`src/assert_macros.svh`:
```
// Assertion helpers shared by the RTL of this block.
`ifndef ASSERT_MACROS_SVH
`define ASSERT_MACROS_SVH

`ifndef ASSERT_OFF

// Checks that a property holds at every rising edge outside reset.
`define ASSERT_CLK(label, clk, rst_n, prop) \
    label: assert property (@(posedge clk) disable iff (!rst_n) prop) \
        else $error("concurrent assertion failed");

// Checks that a condition never occurs outside reset.
`define ASSERT_NEVER(label, clk, rst_n, expr) \
    label: assert property (@(posedge clk) disable iff (!rst_n) !(expr)) \
        else $error("forbidden condition occurred");

`else

`define ASSERT_CLK(label, clk, rst_n, prop)
`define ASSERT_NEVER(label, clk, rst_n, expr)

`endif

`endif

```
`src/rcpmq_pkg.sv`:
```
`default_nettype none

package rcpmq_pkg;

    // Field types.
    typedef logic [11:0]        pulse_t;
    typedef logic signed [15:0] cmd_t;
    typedef logic signed [7:0]  offset_t;
    typedef logic [15:0]        ratio_t;
    typedef logic [19:0]        mag_t;
    typedef logic [2:0]         cfg_index_t;
    typedef logic [15:0]        cfg_data_t;

    // Pulse bands in microseconds.
    localparam pulse_t PULSE_MIN    = 12'd800;
    localparam pulse_t PULSE_MAX    = 12'd2200;
    localparam pulse_t SAFE_LOW     = 12'd1600;
    localparam pulse_t AUTO_HIGH    = 12'd1400;
    localparam pulse_t CENTRE_STICK = 12'd1500;
    localparam pulse_t CENTRE_ENG   = 12'd1000;

    // Qualifying frame count for a mode change.
    localparam logic [1:0] QUALIFY = 2'd3;

    // Slots of the held pulse store, in input field order.
    localparam int HELD_RUD  = 0;
    localparam int HELD_MODE = 1;
    localparam int HELD_AIL  = 2;
    localparam int HELD_ELE  = 3;
    localparam int HELD_ENG  = 4;
    localparam int NUM_HELD  = 5;

    // Stick channels, in command and register order.
    localparam logic [1:0] CH_AIL = 2'd0;
    localparam logic [1:0] CH_ELE = 2'd1;
    localparam logic [1:0] CH_ENG = 2'd2;
    localparam logic [1:0] CH_RUD = 2'd3;
    localparam int NUM_CH = 4;

    // Register map: offsets first, then ratios; bit 2 selects the bank.
    localparam cfg_index_t REG_AIL_OFFSET = 3'd0;
    localparam cfg_index_t REG_ELE_OFFSET = 3'd1;
    localparam cfg_index_t REG_ENG_OFFSET = 3'd2;
    localparam cfg_index_t REG_RUD_OFFSET = 3'd3;
    localparam cfg_index_t REG_AIL_RATIO  = 3'd4;
    localparam cfg_index_t REG_ELE_RATIO  = 3'd5;
    localparam cfg_index_t REG_ENG_RATIO  = 3'd6;
    localparam cfg_index_t REG_RUD_RATIO  = 3'd7;

    localparam offset_t OFFSET_RESET = 8'sd0;
    localparam ratio_t  RATIO_RESET  = 16'd256;

    // Divider length: one quotient bit per cycle.
    localparam int DIV_STEPS = 20;

    localparam cmd_t CMD_MAX = 16'sh7FFF;
    localparam cmd_t CMD_MIN = -16'sh8000;

    // Divider status seen by the sequencer.
    typedef struct packed {
        logic busy;
        logic done;
    } div_stat_t;

    // Mode qualifier status.
    typedef struct packed {
        logic safe;
        logic assist;
        logic save;
    } mode_stat_t;

    // True for a width that may be stored.
    function automatic logic pulse_in_band(input pulse_t p);
        return (p >= PULSE_MIN) && (p <= PULSE_MAX);
    endfunction

endpackage

`default_nettype wire

```
`src/rcpmq_if.sv`:
```
`default_nettype none

// Frame channel: one transaction carries the five pulse widths.
interface rcpmq_frame_if;
    import rcpmq_pkg::*;

    logic   valid;
    logic   ready;
    pulse_t pulse_rud;
    pulse_t pulse_mode;
    pulse_t pulse_ail;
    pulse_t pulse_ele;
    pulse_t pulse_eng;

    modport source (
        output valid, pulse_rud, pulse_mode, pulse_ail, pulse_ele, pulse_eng,
        input  ready
    );
    modport sink (
        input  valid, pulse_rud, pulse_mode, pulse_ail, pulse_ele, pulse_eng,
        output ready
    );
endinterface

// Result channel: one transaction per frame.
interface rcpmq_result_if;
    import rcpmq_pkg::*;

    logic valid;
    logic ready;
    cmd_t ail_cmd;
    cmd_t ele_cmd;
    cmd_t eng_cmd;
    cmd_t rud_cmd;
    logic safe_active;
    logic save_request;

    modport source (
        output valid, ail_cmd, ele_cmd, eng_cmd, rud_cmd, safe_active, save_request,
        input  ready
    );
    modport sink (
        input  valid, ail_cmd, ele_cmd, eng_cmd, rud_cmd, safe_active, save_request,
        output ready
    );
endinterface

// Configuration write channel.
interface rcpmq_cfg_if;
    import rcpmq_pkg::*;

    logic       valid;
    logic       ready;
    cfg_index_t index;
    cfg_data_t  data;

    modport source (
        output valid, index, data,
        input  ready
    );
    modport sink (
        input  valid, index, data,
        output ready
    );
endinterface

`default_nettype wire

```
`src/rc_pulse_mode_qualifier.sv`:
```
// RC pulse mode qualifier. Each frame transaction carries five pulse widths in
// microseconds; widths from 800 to 2200 are held, others keep the last held value.
// The held mode channel qualifies safe mode (three frames at 1600-2200) and the
// return to assisted flight (three frames at 800-1400), which raises save_request
// once and enables assist. While assist is on and safe mode is off, each stick
// channel gives (held - centre - 10*offset)*256/ratio, truncated toward zero and
// saturated to 16 bits; otherwise all commands are zero. The four quotients come
// from one shared restoring divider that retires one quotient bit per cycle,
// taking the channels in turn; a gated frame does not use the divider. A new
// frame is taken once the previous result has been loaded into the output
// register, even while that result still waits there for the sink.
// Configuration writes are accepted in any cycle and must only be issued while
// the block is idle.
`default_nettype none

`include "assert_macros.svh"

module rc_pulse_mode_qualifier (
    input  wire logic      clk,
    input  wire logic      rst_n,
    rcpmq_frame_if.sink    frame,
    rcpmq_result_if.source result,
    rcpmq_cfg_if.sink      cfg
);
    import rcpmq_pkg::*;

    // Sequencer states.
    localparam logic [1:0] S_IDLE = 2'd0;
    localparam logic [1:0] S_LOAD = 2'd1;
    localparam logic [1:0] S_WAIT = 2'd2;
    localparam logic [1:0] S_DONE = 2'd3;

    logic [1:0] state_reg, state_next;
    logic [1:0] ch_reg, ch_next;

    pulse_t  held_reg [NUM_HELD];
    pulse_t  in_pulse [NUM_HELD];
    offset_t offset_reg [NUM_CH];
    ratio_t  ratio_reg [NUM_CH];
    cmd_t    cmd_reg [NUM_CH];
    cmd_t    out_cmd_reg [NUM_CH];
    logic    out_valid_reg;
    logic    out_safe_reg;
    logic    out_save_reg;
    logic    neg_reg;
    logic    zero_reg;

    logic         frame_take;
    logic         out_load;
    logic         gate;
    logic         div_start;
    logic         cmd_store;
    cmd_t         cmd_value;
    pulse_t       mode_pulse;
    pulse_t       sel_held;
    pulse_t       sel_centre;
    offset_t      sel_offset;
    logic [13:0]  off_ext;
    logic [13:0]  off_x10;
    logic [13:0]  diff;
    logic [13:0]  diff_abs;
    mag_t         dividend;
    mag_t         quotient;
    div_stat_t    div_stat;
    mode_stat_t   mode_stat;

    // Frame handshake.
    assign frame.ready = (state_reg == S_IDLE);
    assign frame_take  = frame.valid && frame.ready;
    assign cfg.ready   = 1'b1;

    assign in_pulse[HELD_RUD]  = frame.pulse_rud;
    assign in_pulse[HELD_MODE] = frame.pulse_mode;
    assign in_pulse[HELD_AIL]  = frame.pulse_ail;
    assign in_pulse[HELD_ELE]  = frame.pulse_ele;
    assign in_pulse[HELD_ENG]  = frame.pulse_eng;

    // Held widths: store only in-band pulses.
    always_ff @(posedge clk or negedge rst_n)
    begin
        if (!rst_n)
        begin
            for (int i = 0; i < NUM_HELD; i++)
            begin
                held_reg[i] <= '0;
            end
        end
        else if (frame_take)
        begin
            for (int i = 0; i < NUM_HELD; i++)
            begin
                if (pulse_in_band(in_pulse[i]))
                begin
                    held_reg[i] <= in_pulse[i];
                end
            end
        end
    end

    // Configuration registers.
    always_ff @(posedge clk or negedge rst_n)
    begin
        if (!rst_n)
        begin
            for (int i = 0; i < NUM_CH; i++)
            begin
                offset_reg[i] <= OFFSET_RESET;
                ratio_reg[i]  <= RATIO_RESET;
            end
        end
        else if (cfg.valid && cfg.ready)
        begin
            case (cfg.index)
                REG_AIL_OFFSET, REG_ELE_OFFSET, REG_ENG_OFFSET, REG_RUD_OFFSET:
                    offset_reg[cfg.index[1:0]] <= cfg.data[7:0];
                REG_AIL_RATIO, REG_ELE_RATIO, REG_ENG_RATIO, REG_RUD_RATIO:
                    ratio_reg[cfg.index[1:0]] <= cfg.data;
                default:
                    ;
            endcase
        end
    end

    // Mode qualifier sees the mode width as it will be held after this frame.
    assign mode_pulse = pulse_in_band(frame.pulse_mode) ? frame.pulse_mode
                                                        : held_reg[HELD_MODE];

    rcpmq_mode u_mode (
        .clk        (clk),
        .rst_n      (rst_n),
        .step       (frame_take),
        .mode_pulse (mode_pulse),
        .stat       (mode_stat)
    );

    assign gate = mode_stat.assist && !mode_stat.safe;

    // Channel operand selection.
    always_comb
    begin
        case (ch_reg)
            CH_AIL:  sel_held = held_reg[HELD_AIL];
            CH_ELE:  sel_held = held_reg[HELD_ELE];
            CH_ENG:  sel_held = held_reg[HELD_ENG];
            CH_RUD:  sel_held = held_reg[HELD_RUD];
            default: sel_held = held_reg[HELD_AIL];
        endcase
    end

    assign sel_centre = (ch_reg == CH_ENG) ? CENTRE_ENG : CENTRE_STICK;
    assign sel_offset = offset_reg[ch_reg];

    // Numerator before the fixed shift by eight: held - centre - 10*offset.
    assign off_ext  = {{6{sel_offset[7]}}, sel_offset};
    assign off_x10  = (off_ext << 3) + (off_ext << 1);
    assign diff     = {2'b00, sel_held} - {2'b00, sel_centre} - off_x10;
    assign diff_abs = diff[13] ? (~diff + 14'd1) : diff;
    assign dividend = {diff_abs[11:0], 8'h00};

    assign div_start = (state_reg == S_LOAD) && gate;

    rcpmq_div u_div (
        .clk      (clk),
        .rst_n    (rst_n),
        .start    (div_start),
        .dividend (dividend),
        .divisor  (ratio_reg[ch_reg]),
        .stat     (div_stat),
        .quotient (quotient)
    );

    // Sign and zero of the operand in flight.
    always_ff @(posedge clk)
    begin
        if (div_start)
        begin
            neg_reg  <= diff[13];
            zero_reg <= (diff == '0);
        end
    end

    // Apply sign and saturate the magnitude quotient.
    always_comb
    begin
        if (zero_reg)
        begin
            cmd_value = '0;
        end
        else if (neg_reg)
        begin
            cmd_value = (quotient > 20'd32768) ? CMD_MIN : cmd_t'(~quotient[15:0] + 16'd1);
        end
        else
        begin
            cmd_value = (quotient > 20'd32767) ? CMD_MAX : cmd_t'(quotient[15:0]);
        end
    end

    // Sequencer: one channel at a time, through the shared divider while commands are enabled.
    always_comb
    begin
        state_next = state_reg;
        ch_next    = ch_reg;
        cmd_store  = 1'b0;
        out_load   = 1'b0;
        case (state_reg)
            S_IDLE:
            begin
                if (frame_take)
                begin
                    ch_next    = CH_AIL;
                    state_next = S_LOAD;
                end
            end
            S_LOAD:
            begin
                if (gate)
                begin
                    state_next = S_WAIT;
                end
                else
                begin
                    cmd_store  = 1'b1;
                    ch_next    = ch_reg + 2'd1;
                    state_next = (ch_reg == CH_RUD) ? S_DONE : S_LOAD;
                end
            end
            S_WAIT:
            begin
                if (div_stat.done)
                begin
                    cmd_store  = 1'b1;
                    ch_next    = ch_reg + 2'd1;
                    state_next = (ch_reg == CH_RUD) ? S_DONE : S_LOAD;
                end
            end
            S_DONE:
            begin
                if (!out_valid_reg || result.ready)
                begin
                    out_load   = 1'b1;
                    state_next = S_IDLE;
                end
            end
            default:
            begin
                state_next = S_IDLE;
            end
        endcase
    end

    always_ff @(posedge clk or negedge rst_n)
    begin
        if (!rst_n)
        begin
            state_reg <= S_IDLE;
            ch_reg    <= CH_AIL;
        end
        else
        begin
            state_reg <= state_next;
            ch_reg    <= ch_next;
        end
    end

    // Per-channel command store.
    always_ff @(posedge clk)
    begin
        if (cmd_store)
        begin
            cmd_reg[ch_reg] <= gate ? cmd_value : '0;
        end
    end

    // Output register: holds a result until the sink takes it.
    always_ff @(posedge clk or negedge rst_n)
    begin
        if (!rst_n)
        begin
            out_valid_reg <= 1'b0;
        end
        else if (out_load)
        begin
            out_valid_reg <= 1'b1;
        end
        else if (result.ready)
        begin
            out_valid_reg <= 1'b0;
        end
    end

    always_ff @(posedge clk)
    begin
        if (out_load)
        begin
            for (int i = 0; i < NUM_CH; i++)
            begin
                out_cmd_reg[i] <= cmd_reg[i];
            end
            out_safe_reg <= mode_stat.safe;
            out_save_reg <= mode_stat.save;
        end
    end

    assign result.valid        = out_valid_reg;
    assign result.ail_cmd      = out_cmd_reg[CH_AIL];
    assign result.ele_cmd      = out_cmd_reg[CH_ELE];
    assign result.eng_cmd      = out_cmd_reg[CH_ENG];
    assign result.rud_cmd      = out_cmd_reg[CH_RUD];
    assign result.safe_active  = out_safe_reg;
    assign result.save_request = out_save_reg;

    // A divider result only arrives while the sequencer waits for it.
    `ASSERT_CLK(a_done_in_wait, clk, rst_n, div_stat.done |-> (state_reg == S_WAIT))
    // The divider is never restarted while it runs.
    `ASSERT_NEVER(a_no_restart, clk, rst_n, div_start && div_stat.busy)
    // An accepted frame closes the input until its work is through.
    `ASSERT_CLK(a_busy_after_take, clk, rst_n, frame_take |=> !frame.ready)
    // Safe mode forces all commands to zero and never comes with a save request.
    `ASSERT_CLK(a_safe_gated, clk, rst_n,
        (result.valid && result.safe_active) |->
            (result.ail_cmd == 16'sd0 && result.ele_cmd == 16'sd0 &&
             result.eng_cmd == 16'sd0 && result.rud_cmd == 16'sd0 &&
             !result.save_request))

endmodule

`default_nettype wire

```
`src/rcpmq_mode.sv`:
```
`default_nettype none

module rcpmq_mode (
    input  wire logic                clk,
    input  wire logic                rst_n,
    input  wire logic                step,
    input  wire rcpmq_pkg::pulse_t   mode_pulse,
    output rcpmq_pkg::mode_stat_t    stat
);
    import rcpmq_pkg::*;

    logic [1:0] safe_cnt_reg, safe_cnt_next;
    logic [1:0] auto_cnt_reg, auto_cnt_next;
    logic       safe_reg, safe_next;
    logic       assist_reg, assist_next;
    logic       save_reg, save_next;
    logic       in_safe_band;
    logic       in_auto_band;

    // Band decode of the held mode width.
    assign in_safe_band = (mode_pulse >= SAFE_LOW) && (mode_pulse <= PULSE_MAX);
    assign in_auto_band = (mode_pulse >= PULSE_MIN) && (mode_pulse <= AUTO_HIGH);

    // Saturating counters and the safe/assist decisions for one frame.
    always_comb
    begin
        safe_cnt_next = safe_cnt_reg;
        auto_cnt_next = auto_cnt_reg;
        safe_next     = safe_reg;
        assist_next   = assist_reg;
        save_next     = save_reg;
        if (step)
        begin
            if (in_safe_band)
            begin
                safe_cnt_next = (safe_cnt_reg == QUALIFY) ? QUALIFY : safe_cnt_reg + 2'd1;
                auto_cnt_next = 2'd0;
            end
            else if (in_auto_band)
            begin
                auto_cnt_next = (auto_cnt_reg == QUALIFY) ? QUALIFY : auto_cnt_reg + 2'd1;
                safe_cnt_next = 2'd0;
            end
            else
            begin
                safe_cnt_next = 2'd0;
                auto_cnt_next = 2'd0;
            end

            save_next = 1'b0;
            if (safe_cnt_next == QUALIFY)
            begin
                safe_next = 1'b1;
            end
            else if (auto_cnt_next == QUALIFY)
            begin
                if (safe_reg)
                begin
                    save_next   = 1'b1;
                    assist_next = 1'b1;
                end
                safe_next = 1'b0;
            end
        end
    end

    always_ff @(posedge clk or negedge rst_n)
    begin
        if (!rst_n)
        begin
            safe_cnt_reg <= 2'd0;
            auto_cnt_reg <= 2'd0;
            safe_reg     <= 1'b0;
            assist_reg   <= 1'b0;
            save_reg     <= 1'b0;
        end
        else
        begin
            safe_cnt_reg <= safe_cnt_next;
            auto_cnt_reg <= auto_cnt_next;
            safe_reg     <= safe_next;
            assist_reg   <= assist_next;
            save_reg     <= save_next;
        end
    end

    assign stat.safe   = safe_reg;
    assign stat.assist = assist_reg;
    assign stat.save   = save_reg;

endmodule

`default_nettype wire

```
`src/rcpmq_div.sv`:
```
`default_nettype none

module rcpmq_div (
    input  wire logic                clk,
    input  wire logic                rst_n,
    input  wire logic                start,
    input  wire rcpmq_pkg::mag_t     dividend,
    input  wire rcpmq_pkg::ratio_t   divisor,
    output rcpmq_pkg::div_stat_t     stat,
    output rcpmq_pkg::mag_t          quotient
);
    import rcpmq_pkg::*;

    localparam int CNT_W = $clog2(DIV_STEPS);
    localparam logic [CNT_W-1:0] CNT_LAST = CNT_W'(DIV_STEPS - 1);
    localparam logic [CNT_W-1:0] CNT_ONE  = CNT_W'(1);

    logic             busy_reg, busy_next;
    logic             done_reg, done_next;
    logic [CNT_W-1:0] cnt_reg, cnt_next;
    logic [15:0]      rem_reg, rem_next;
    mag_t             quo_reg, quo_next;
    ratio_t           dvs_reg, dvs_next;
    logic [16:0]      trial;
    logic [16:0]      diff;
    logic             fits;

    // One restoring step: shift in the next dividend bit and try a subtract.
    assign trial = {rem_reg, quo_reg[19]};
    assign diff  = trial - {1'b0, dvs_reg};
    assign fits  = trial >= {1'b0, dvs_reg};

    always_comb
    begin
        busy_next = busy_reg;
        done_next = 1'b0;
        cnt_next  = cnt_reg;
        rem_next  = rem_reg;
        quo_next  = quo_reg;
        dvs_next  = dvs_reg;
        if (start && !busy_reg)
        begin
            busy_next = 1'b1;
            cnt_next  = '0;
            rem_next  = '0;
            quo_next  = dividend;
            dvs_next  = divisor;
        end
        else if (busy_reg)
        begin
            rem_next = fits ? diff[15:0] : trial[15:0];
            quo_next = {quo_reg[18:0], fits};
            cnt_next = cnt_reg + CNT_ONE;
            if (cnt_reg == CNT_LAST)
            begin
                busy_next = 1'b0;
                done_next = 1'b1;
            end
        end
    end

    // Control state.
    always_ff @(posedge clk or negedge rst_n)
    begin
        if (!rst_n)
        begin
            busy_reg <= 1'b0;
            done_reg <= 1'b0;
            cnt_reg  <= '0;
        end
        else
        begin
            busy_reg <= busy_next;
            done_reg <= done_next;
            cnt_reg  <= cnt_next;
        end
    end

    // Datapath registers.
    always_ff @(posedge clk)
    begin
        rem_reg <= rem_next;
        quo_reg <= quo_next;
        dvs_reg <= dvs_next;
    end

    assign stat.busy = busy_reg;
    assign stat.done = done_reg;
    assign quotient  = quo_reg;

endmodule

`default_nettype wire
```
`src/flat_wrapper.sv`:
```
// flat-port wrapper written by rule: the top's interface ports become plain ports
module rc_pulse_mode_qualifier_flat import rcpmq_pkg::*;
  (clk, rst_n, frame_valid, frame_pulse_rud, frame_pulse_mode, frame_pulse_ail, frame_pulse_ele, frame_pulse_eng, frame_ready, result_valid, result_ail_cmd, result_ele_cmd, result_eng_cmd, result_rud_cmd, result_safe_active, result_save_request, result_ready, cfg_valid, cfg_index, cfg_data, cfg_ready);
  rcpmq_frame_if frame_i ();
  rcpmq_result_if result_i ();
  rcpmq_cfg_if cfg_i ();
  input  wire logic clk;
  input  wire logic rst_n;
  input wire logic [$bits(frame_i.valid)-1:0] frame_valid;
  input wire logic [$bits(frame_i.pulse_rud)-1:0] frame_pulse_rud;
  input wire logic [$bits(frame_i.pulse_mode)-1:0] frame_pulse_mode;
  input wire logic [$bits(frame_i.pulse_ail)-1:0] frame_pulse_ail;
  input wire logic [$bits(frame_i.pulse_ele)-1:0] frame_pulse_ele;
  input wire logic [$bits(frame_i.pulse_eng)-1:0] frame_pulse_eng;
  output wire logic [$bits(frame_i.ready)-1:0] frame_ready;
  output wire logic [$bits(result_i.valid)-1:0] result_valid;
  output wire logic [$bits(result_i.ail_cmd)-1:0] result_ail_cmd;
  output wire logic [$bits(result_i.ele_cmd)-1:0] result_ele_cmd;
  output wire logic [$bits(result_i.eng_cmd)-1:0] result_eng_cmd;
  output wire logic [$bits(result_i.rud_cmd)-1:0] result_rud_cmd;
  output wire logic [$bits(result_i.safe_active)-1:0] result_safe_active;
  output wire logic [$bits(result_i.save_request)-1:0] result_save_request;
  input wire logic [$bits(result_i.ready)-1:0] result_ready;
  input wire logic [$bits(cfg_i.valid)-1:0] cfg_valid;
  input wire logic [$bits(cfg_i.index)-1:0] cfg_index;
  input wire logic [$bits(cfg_i.data)-1:0] cfg_data;
  output wire logic [$bits(cfg_i.ready)-1:0] cfg_ready;
  assign frame_i.valid = frame_valid;
  assign frame_i.pulse_rud = frame_pulse_rud;
  assign frame_i.pulse_mode = frame_pulse_mode;
  assign frame_i.pulse_ail = frame_pulse_ail;
  assign frame_i.pulse_ele = frame_pulse_ele;
  assign frame_i.pulse_eng = frame_pulse_eng;
  assign frame_ready = frame_i.ready;
  assign result_valid = result_i.valid;
  assign result_ail_cmd = result_i.ail_cmd;
  assign result_ele_cmd = result_i.ele_cmd;
  assign result_eng_cmd = result_i.eng_cmd;
  assign result_rud_cmd = result_i.rud_cmd;
  assign result_safe_active = result_i.safe_active;
  assign result_save_request = result_i.save_request;
  assign result_i.ready = result_ready;
  assign cfg_i.valid = cfg_valid;
  assign cfg_i.index = cfg_index;
  assign cfg_i.data = cfg_data;
  assign cfg_ready = cfg_i.ready;
  rc_pulse_mode_qualifier u_core (.clk(clk), .rst_n(rst_n), .frame(frame_i), .result(result_i), .cfg(cfg_i));
endmodule
```
`config.mk`:
```
export PLATFORM = sky130hd
export DESIGN_NAME = rc_pulse_mode_qualifier_flat
export DESIGN_NICKNAME = d
export VERILOG_FILES = /design/src/rcpmq_pkg.sv /design/src/rcpmq_if.sv /design/src/rc_pulse_mode_qualifier.sv /design/src/rcpmq_mode.sv /design/src/rcpmq_div.sv /design/src/flat_wrapper.sv
export VERILOG_INCLUDE_DIRS = /design/src /design/src/src
export SDC_FILE = /design/constraint.sdc
export NUM_CORES = 1
export LEC_CHECK = 0
export ABC_CLOCK_PERIOD_IN_PS = 6900
export BUFFER_PORTS_ARGS = -buffer_cell sky130_fd_sc_hd__buf_2
export CAP_MARGIN = 20
export CORE_UTILIZATION = 40
export CTS_CLUSTER_SIZE = 40
export DETAILED_ROUTE_END_ITERATION = 10
export PLACE_DENSITY = 0.66
export SLEW_MARGIN = 20
export SYNTH_ARGS = -nofsm -noshare
export SYNTH_HDL_FRONTEND = slang
export SYNTH_HIERARCHICAL = 1
export SYNTH_SLANG_ARGS = --single-unit
```
`constraint.sdc`:
```
create_clock -name clk -period 6.9 [get_ports clk]
set_clock_uncertainty 0.05 [all_clocks]
set_input_delay 1.035 -clock clk [delete_from_list [all_inputs] [get_ports clk]]
set_output_delay 1.035 -clock clk [all_outputs]
set_load 0.005 [all_outputs]
```
# Word level (Yosys, flattened, before mapping)
# Memories as Yosys holds them, arrays and structs flattened.
# Index checks and enable logic that the tools add are counted.
dict set report word_totals {
  regBits 231
  mem_bits_rw 128
  output_inout_bits 69
  wordCells 192
  mem_count 2
}
dict set report op_classes {
  n_addsub 10
  order_cmp 20
  n_eq_ne 22
  n_mux 65
  bitwise 5
  reduce_logical 36
}
# name words word_bits rd rd_ports_with_merged_regs write_ports line_no
set memory_table {}
lappend memory_table {u_core.cmd_reg 4 16 4 0 1 rc_pulse_mode_qualifier.sv:40} ;# cmd_t cmd_reg [NUM_CH];
lappend memory_table {u_core.out_cmd_reg 4 16 4 0 4 rc_pulse_mode_qualifier.sv:41} ;# cmd_t out_cmd_reg [NUM_CH];
# operator n
set op_table {}
lappend op_table {{16-bit 2-to-1 mux} 9}
lappend op_table {{12-bit by 10-bit >= comparator with 1-bit output (second input constant)} 6}
lappend op_table {{12-bit less-or-equal comparator (second input constant)} 6}
lappend op_table {{64-bit bitwise mux} 1}
lappend op_table {{12-bit case mux with 4 select lines} 1}
lappend op_table {{20-bit 2-to-1 mux} 2}
lappend op_table {{16-bit binary-select mux with 2-bit select} 1}
lappend op_table {{32-bit bitwise mux} 1}
lappend op_table {{16-bit demux with 2-bit select} 1}
lappend op_table {{2-bit 2-to-1 mux} 15}
lappend op_table {{12-bit 2-to-1 mux} 2}
lappend op_table {{8-bit 2-to-1 mux} 3}
lappend op_table {{1-bit 2-to-1 mux} 21}
lappend op_table {{20-bit by 15-bit greater-than comparator with 1-bit output (second input constant)} 1}
lappend op_table {{20-bit by 16-bit greater-than comparator with 1-bit output (second input constant)} 1}
lappend op_table {{17-bit by 16-bit >= comparator with 1-bit output} 1}
lappend op_table {{16-bit by 1-bit adder with 16-bit output (second input constant)} 1}
lappend op_table {{8-bit binary-select mux with 2-bit select} 1}
lappend op_table {{8-bit demux with 2-bit select} 1}
lappend op_table {{2-bit == test (second input constant)} 8}
lappend op_table {{16-bit inverter} 1}
lappend op_table {{16-bit subtractor} 1}
lappend op_table {{14-bit zero test} 1}
lappend op_table {{2-bit AND reduction} 7}
lappend op_table {{other kinds (35)} 65}

# Longest topological paths before layout
dict set report logic_depth {
  word_depth 11
  ltp_mapped 26
  mapped_depth_nobuf 23
}

# Modules after synthesis
# Netlist, hierarchy kept.
# module instances cells_per_inst area_per_inst_um2
set modules_own_cells {}
lappend modules_own_cells {rc_pulse_mode_qualifier 1 937 13213.9}
lappend modules_own_cells {rcpmq_div 1 283 3181.8}
lappend modules_own_cells {rcpmq_mode 1 43 437.9}

# Worst setup path before layout
# No wires, ideal clock.
dict set report synth_timing {
  path_type {reg-to-reg}
  start {reg u_core.ch_reg[1]}
  end {reg u_core.u_div.quo_reg[19] (netlist: u_core/u_div/quotient[19]) (data pin)}
  setup_time_ns 0.260
  t_arrival_ns 5.239
  required_ns 6.590
  setup_slack_ns 1.352
  path_stages_with_launch 26
  n_path_buf 4
  period_less_slack_ns 5.548
  path_cell_list {dfrtp_1 buf_4 clkbuf_1 inv_1 ha_1 inv_1 buf_1 nand2_1 o21ai_0 ha_1 inv_1 ha_1 a21o_1 a21oi_1 xnor2_1 fa_1 ha_1 buf_2 and4_1 o221ai_1 o211ai_1 o311ai_1 nand3_1 o31ai_1 xnor2_1 mux2_2}
}
dict set report synth_between {
  elab_chain_len 10
}
# element line_no
set synth_rtl {}
lappend synth_rtl {{start, declared} rc_pulse_mode_qualifier.sv:34} ;# logic [1:0] ch_reg, ch_next;
lappend synth_rtl {{start signal, assigned} rc_pulse_mode_qualifier.sv:262} ;# ch_reg <= ch_next;
lappend synth_rtl {{2-bit inverter with 3-bit output (not written as such)} rc_pulse_mode_qualifier.sv:151} ;# assign sel_offset = offset_reg[ch_reg];
lappend synth_rtl {{8-bit binary-select mux with 2-bit select} rc_pulse_mode_qualifier.sv:151}
lappend synth_rtl {{8-bit 2-to-1 mux (not written as such) (2 in series)} rc_pulse_mode_qualifier.sv:151}
lappend synth_rtl {{11-bit by 9-bit adder with 12-bit output} rc_pulse_mode_qualifier.sv:155} ;# assign off_x10 = (off_ext << 3) + (off_ext << 1);
lappend synth_rtl {{13-bit by 12-bit subtractor with 14-bit output *} rc_pulse_mode_qualifier.sv:156} ;# assign diff = {2'b00, sel_held} - {2'b00, sel_centre} - off_x10;
lappend synth_rtl {{12-bit inverter} rc_pulse_mode_qualifier.sv:157} ;# assign diff_abs = diff[13] ? (~diff + 14'd1) : diff;
lappend synth_rtl {{12-bit by 1-bit adder with 12-bit output} rc_pulse_mode_qualifier.sv:157}
lappend synth_rtl {{12-bit 2-to-1 mux *} rc_pulse_mode_qualifier.sv:157}
lappend synth_rtl {{net u_core.diff_abs[11]} rc_pulse_mode_qualifier.sv:61} ;# logic [13:0] diff_abs;
lappend synth_rtl {{20-bit 2-to-1 mux *} rcpmq_div.sv:41} ;# if (start && !busy_reg)
lappend synth_rtl {{net u_core.u_div.quo_next[19]} rcpmq_div.sv:22} ;# mag_t quo_reg, quo_next;
lappend synth_rtl {{end signal, assigned} rcpmq_div.sv:83} ;# quo_reg <= quo_next;
lappend synth_rtl {{end, declared} rcpmq_div.sv:22}
# Mark *: on every way through the listed nets, which the timed path passes. The rest lies on a longest branch. The select of a mux whose other input is x is not followed.
# A chain may end at the register's enable or synchronous reset.

# Worst setup path in the final report
dict set report layout_timing {
  start {reg u_core.ch_reg[0]}
  end {reg u_core.u_div.quo_reg[19] (netlist: u_core/u_div/quotient[19]) (data pin)}
}
# Same word-level chain as after synthesis.

==> flow_summary.json <==
{
  "netlist_area_um2": 16830,
  "clockBufferDepth": 3,
  "clock-sinks": 359,
  "worst_pin_slew_ps": 1098,
  "finalSetupViolCount": 0,
  "violations": "DRC",
  "grt_pass1_vias": 10692,
  "end_kind": "flop",
  "powerDensity_nw_per_um2": 273.2,
  "antenna_found_initial": 2,
  "rows": 74,
  "cts_resized": 0,
  "cp.arrival_ps": 5760,
  "dp_slack_ps": 1414,
  "crit_fanout": 16,
  "status": "finished with violations",
  "pin_count": 153,
  "finalHoldViolCount": 0,
  "syn-instance-count": 1262,
  "initialDrtViolationCount": 716,
  "postSynthAreaPerCell_um2": 13.33,
  "dpl.hpwl_um": 24090,
  "areaGrowthSynthToFinish_pct": 15.72,
  "globalRouteOverflowTotal": 0,
  "nNetsFinal": 1564,
  "grt_max_degree": 101,
  "critPathMaxStageDelay_ps": 540,
  "die_y_um": 207.1,
  "layout_setup_ws_ps": 1383,
  "startpoint_type": "flop",
  "cap_violations": 0,
  "io_buffers": 151,
  "cts_inserted_buffers": 39,
  "gp_congestion": 0.8737,
  "cts_root_buffer": "clkbuf_16",
  "initial_core_util": 0.4084,
  "grt_pass1_wl_um": 56690,
  "die_w_um": 207.1,
  "wire_per_inst_um": 17.47,
  "drive_gt1_frac": 0.3023,
  "routed_via_density": 5.350,
  "path_cells": "inv_1 > ha_1 > a222oi_1 > nand2_1 > o21ai_0 > ha_1 > inv_1 > ha_1 > a21o_1 > a21oi_1 > xnor2_1 > fa_1 > ha_1 > and4_1 > o221ai_1 > o211ai_1 > o311ai_1 > nand3_1 > o31ai_1 > xnor2_1 > mux2_2",
  "rsz0062_at_grt": "false",
  "cts_tree": "built",
  "cpMostUsedCell": "ha_1",
  "final_util": 0.4726,
  "setup_tns_ps": 0,
  "yosysWarnings": 6,
  "cp.required_ps": 7150,
  "vdd.ir_drop.worst_uv": 181.2,
  "post_cts_buffers": 0,
  "slowest_stage": "o311ai_1",
  "vias": 10614,
  "wl_um": 34670,
  "finalPower_w": 0.005319,
  "final-max-slew-violation-count": 0,
  "grt_use_total": 0.1626,
  "ant_nets": 0,
  "path_clk_slew_ps": 60,
  "cts_hold_buf": 0,
  "crit_family": "compound AO/OA/AOI/OAI gates",
  "clk_latency_ps": 540,
  "coreArea_um2": 41200,
  "fin_crit_ps": 5517,
  "relSlewSlack": 0.2683,
  "first_pass_iters": 11,
  "worstSetupPathType": "reg2reg",
  "die-area_um2": 42890,
  "leakage_nw": 7.596,
  "fmax_ghz": 0.1813,
  "n_antenna_cell": 0,
  "htree_levels": 2,
  "drc": 17,
  "cp_num_buf_inv": 2,
  "min_period_over_period": 0.7995,
  "hp-class": "reg2reg"
}
worst register-to-register path, stage by stage (launching register included):
cell and delay, ps:
dfrtp_2 380, inv_1 100, ha_1 420, a222oi_1 350, nand2_1 80, o21ai_0 140
ha_1 200, inv_1 40, ha_1 200, a21o_1 160, a21oi_1 230, xnor2_1 160
fa_1 440, ha_1 410, and4_1 210, o221ai_1 90, o211ai_1 190, o311ai_1 540
nand3_1 220, o31ai_1 310, xnor2_1 90, mux2_2 270
layout make-up:
class / instances / area [um2]
tap: 532 / 665.6
clock inverter: 18 / 210.2
fill: 3561 / 21730
clock buffer: 51 / 1062
inverter: 61 / 229.0
multi-input combinational: 796 / 6640
timing repair buffer: 167 / 913.4
sequential: 359 / 9751
per-stage QoR:
step	cells	hold slack, ps	instance area (um2)
final	1984	359.8	19470
after global routing	1984	366.6	19470
after CTS	1980	366.5	19410
after detailed placement	1911	354.5	18140
after global placement	1911	351.6	18140
after floorplan	1269	350.3	16850
layout by cell type, fill, tap and decap left out, drive strengths merged, types with 11 or more instances in the layout:
master	count
o311ai	13
buf	167
ha	48
nor2	49
a21oi	50
dfrtp	171
a31oi	12
nand2b	14
clkbuf	51
mux4	23
o21ai	42
xnor2	26
mux2i	13
o31ai	19
edfxtp	168
clkinv	12
mux2	161
a222oi	11
nor3	17
nand2	102
dfxtp	16
xor2	15
nand3	22
inv	61
power breakdown:
group	switching, W	internal, W	total (W)
combinational	0.000440	0.000390	0.000830
clock	0.000832	0.00124	0.00207
sequential	0.0000587	0.00236	0.00242
routing by layer:
| metal | up-vias | track usage | wire, um |
|---|---|---|---|
| li1 | 5066 | - | - |
| met1 | 5276 | 0.2249 | 16180 |
| met2 | 217 | 0.2616 | 16290 |
| met3 | 51 | 0.03123 | 1593 |
| met4 | 4 | 0.04452 | 585 |
| met5 | - | 0 | 20 |
final timing paths:
check	from	end	slack, ps	cells after the start
max	u_core/ch_reg[0]	u_core/u_div/quotient[19]	1380	21
min	u_core/cmd_reg[2][9]	u_core/out_cmd_reg[2][9]	360	0
max reg2reg	u_core/ch_reg[0]	u_core/u_div/quotient[19]	1380	21
min reg2reg	u_core/cmd_reg[2][9]	u_core/out_cmd_reg[2][9]	360	0
max in group asynchronous	rst_n	u_core/offset_reg[31]	4660	2
min in group asynchronous	rst_n	u_core/held_reg[22]	520	1
Note: power is estimated with default switching activity, not from simulation.
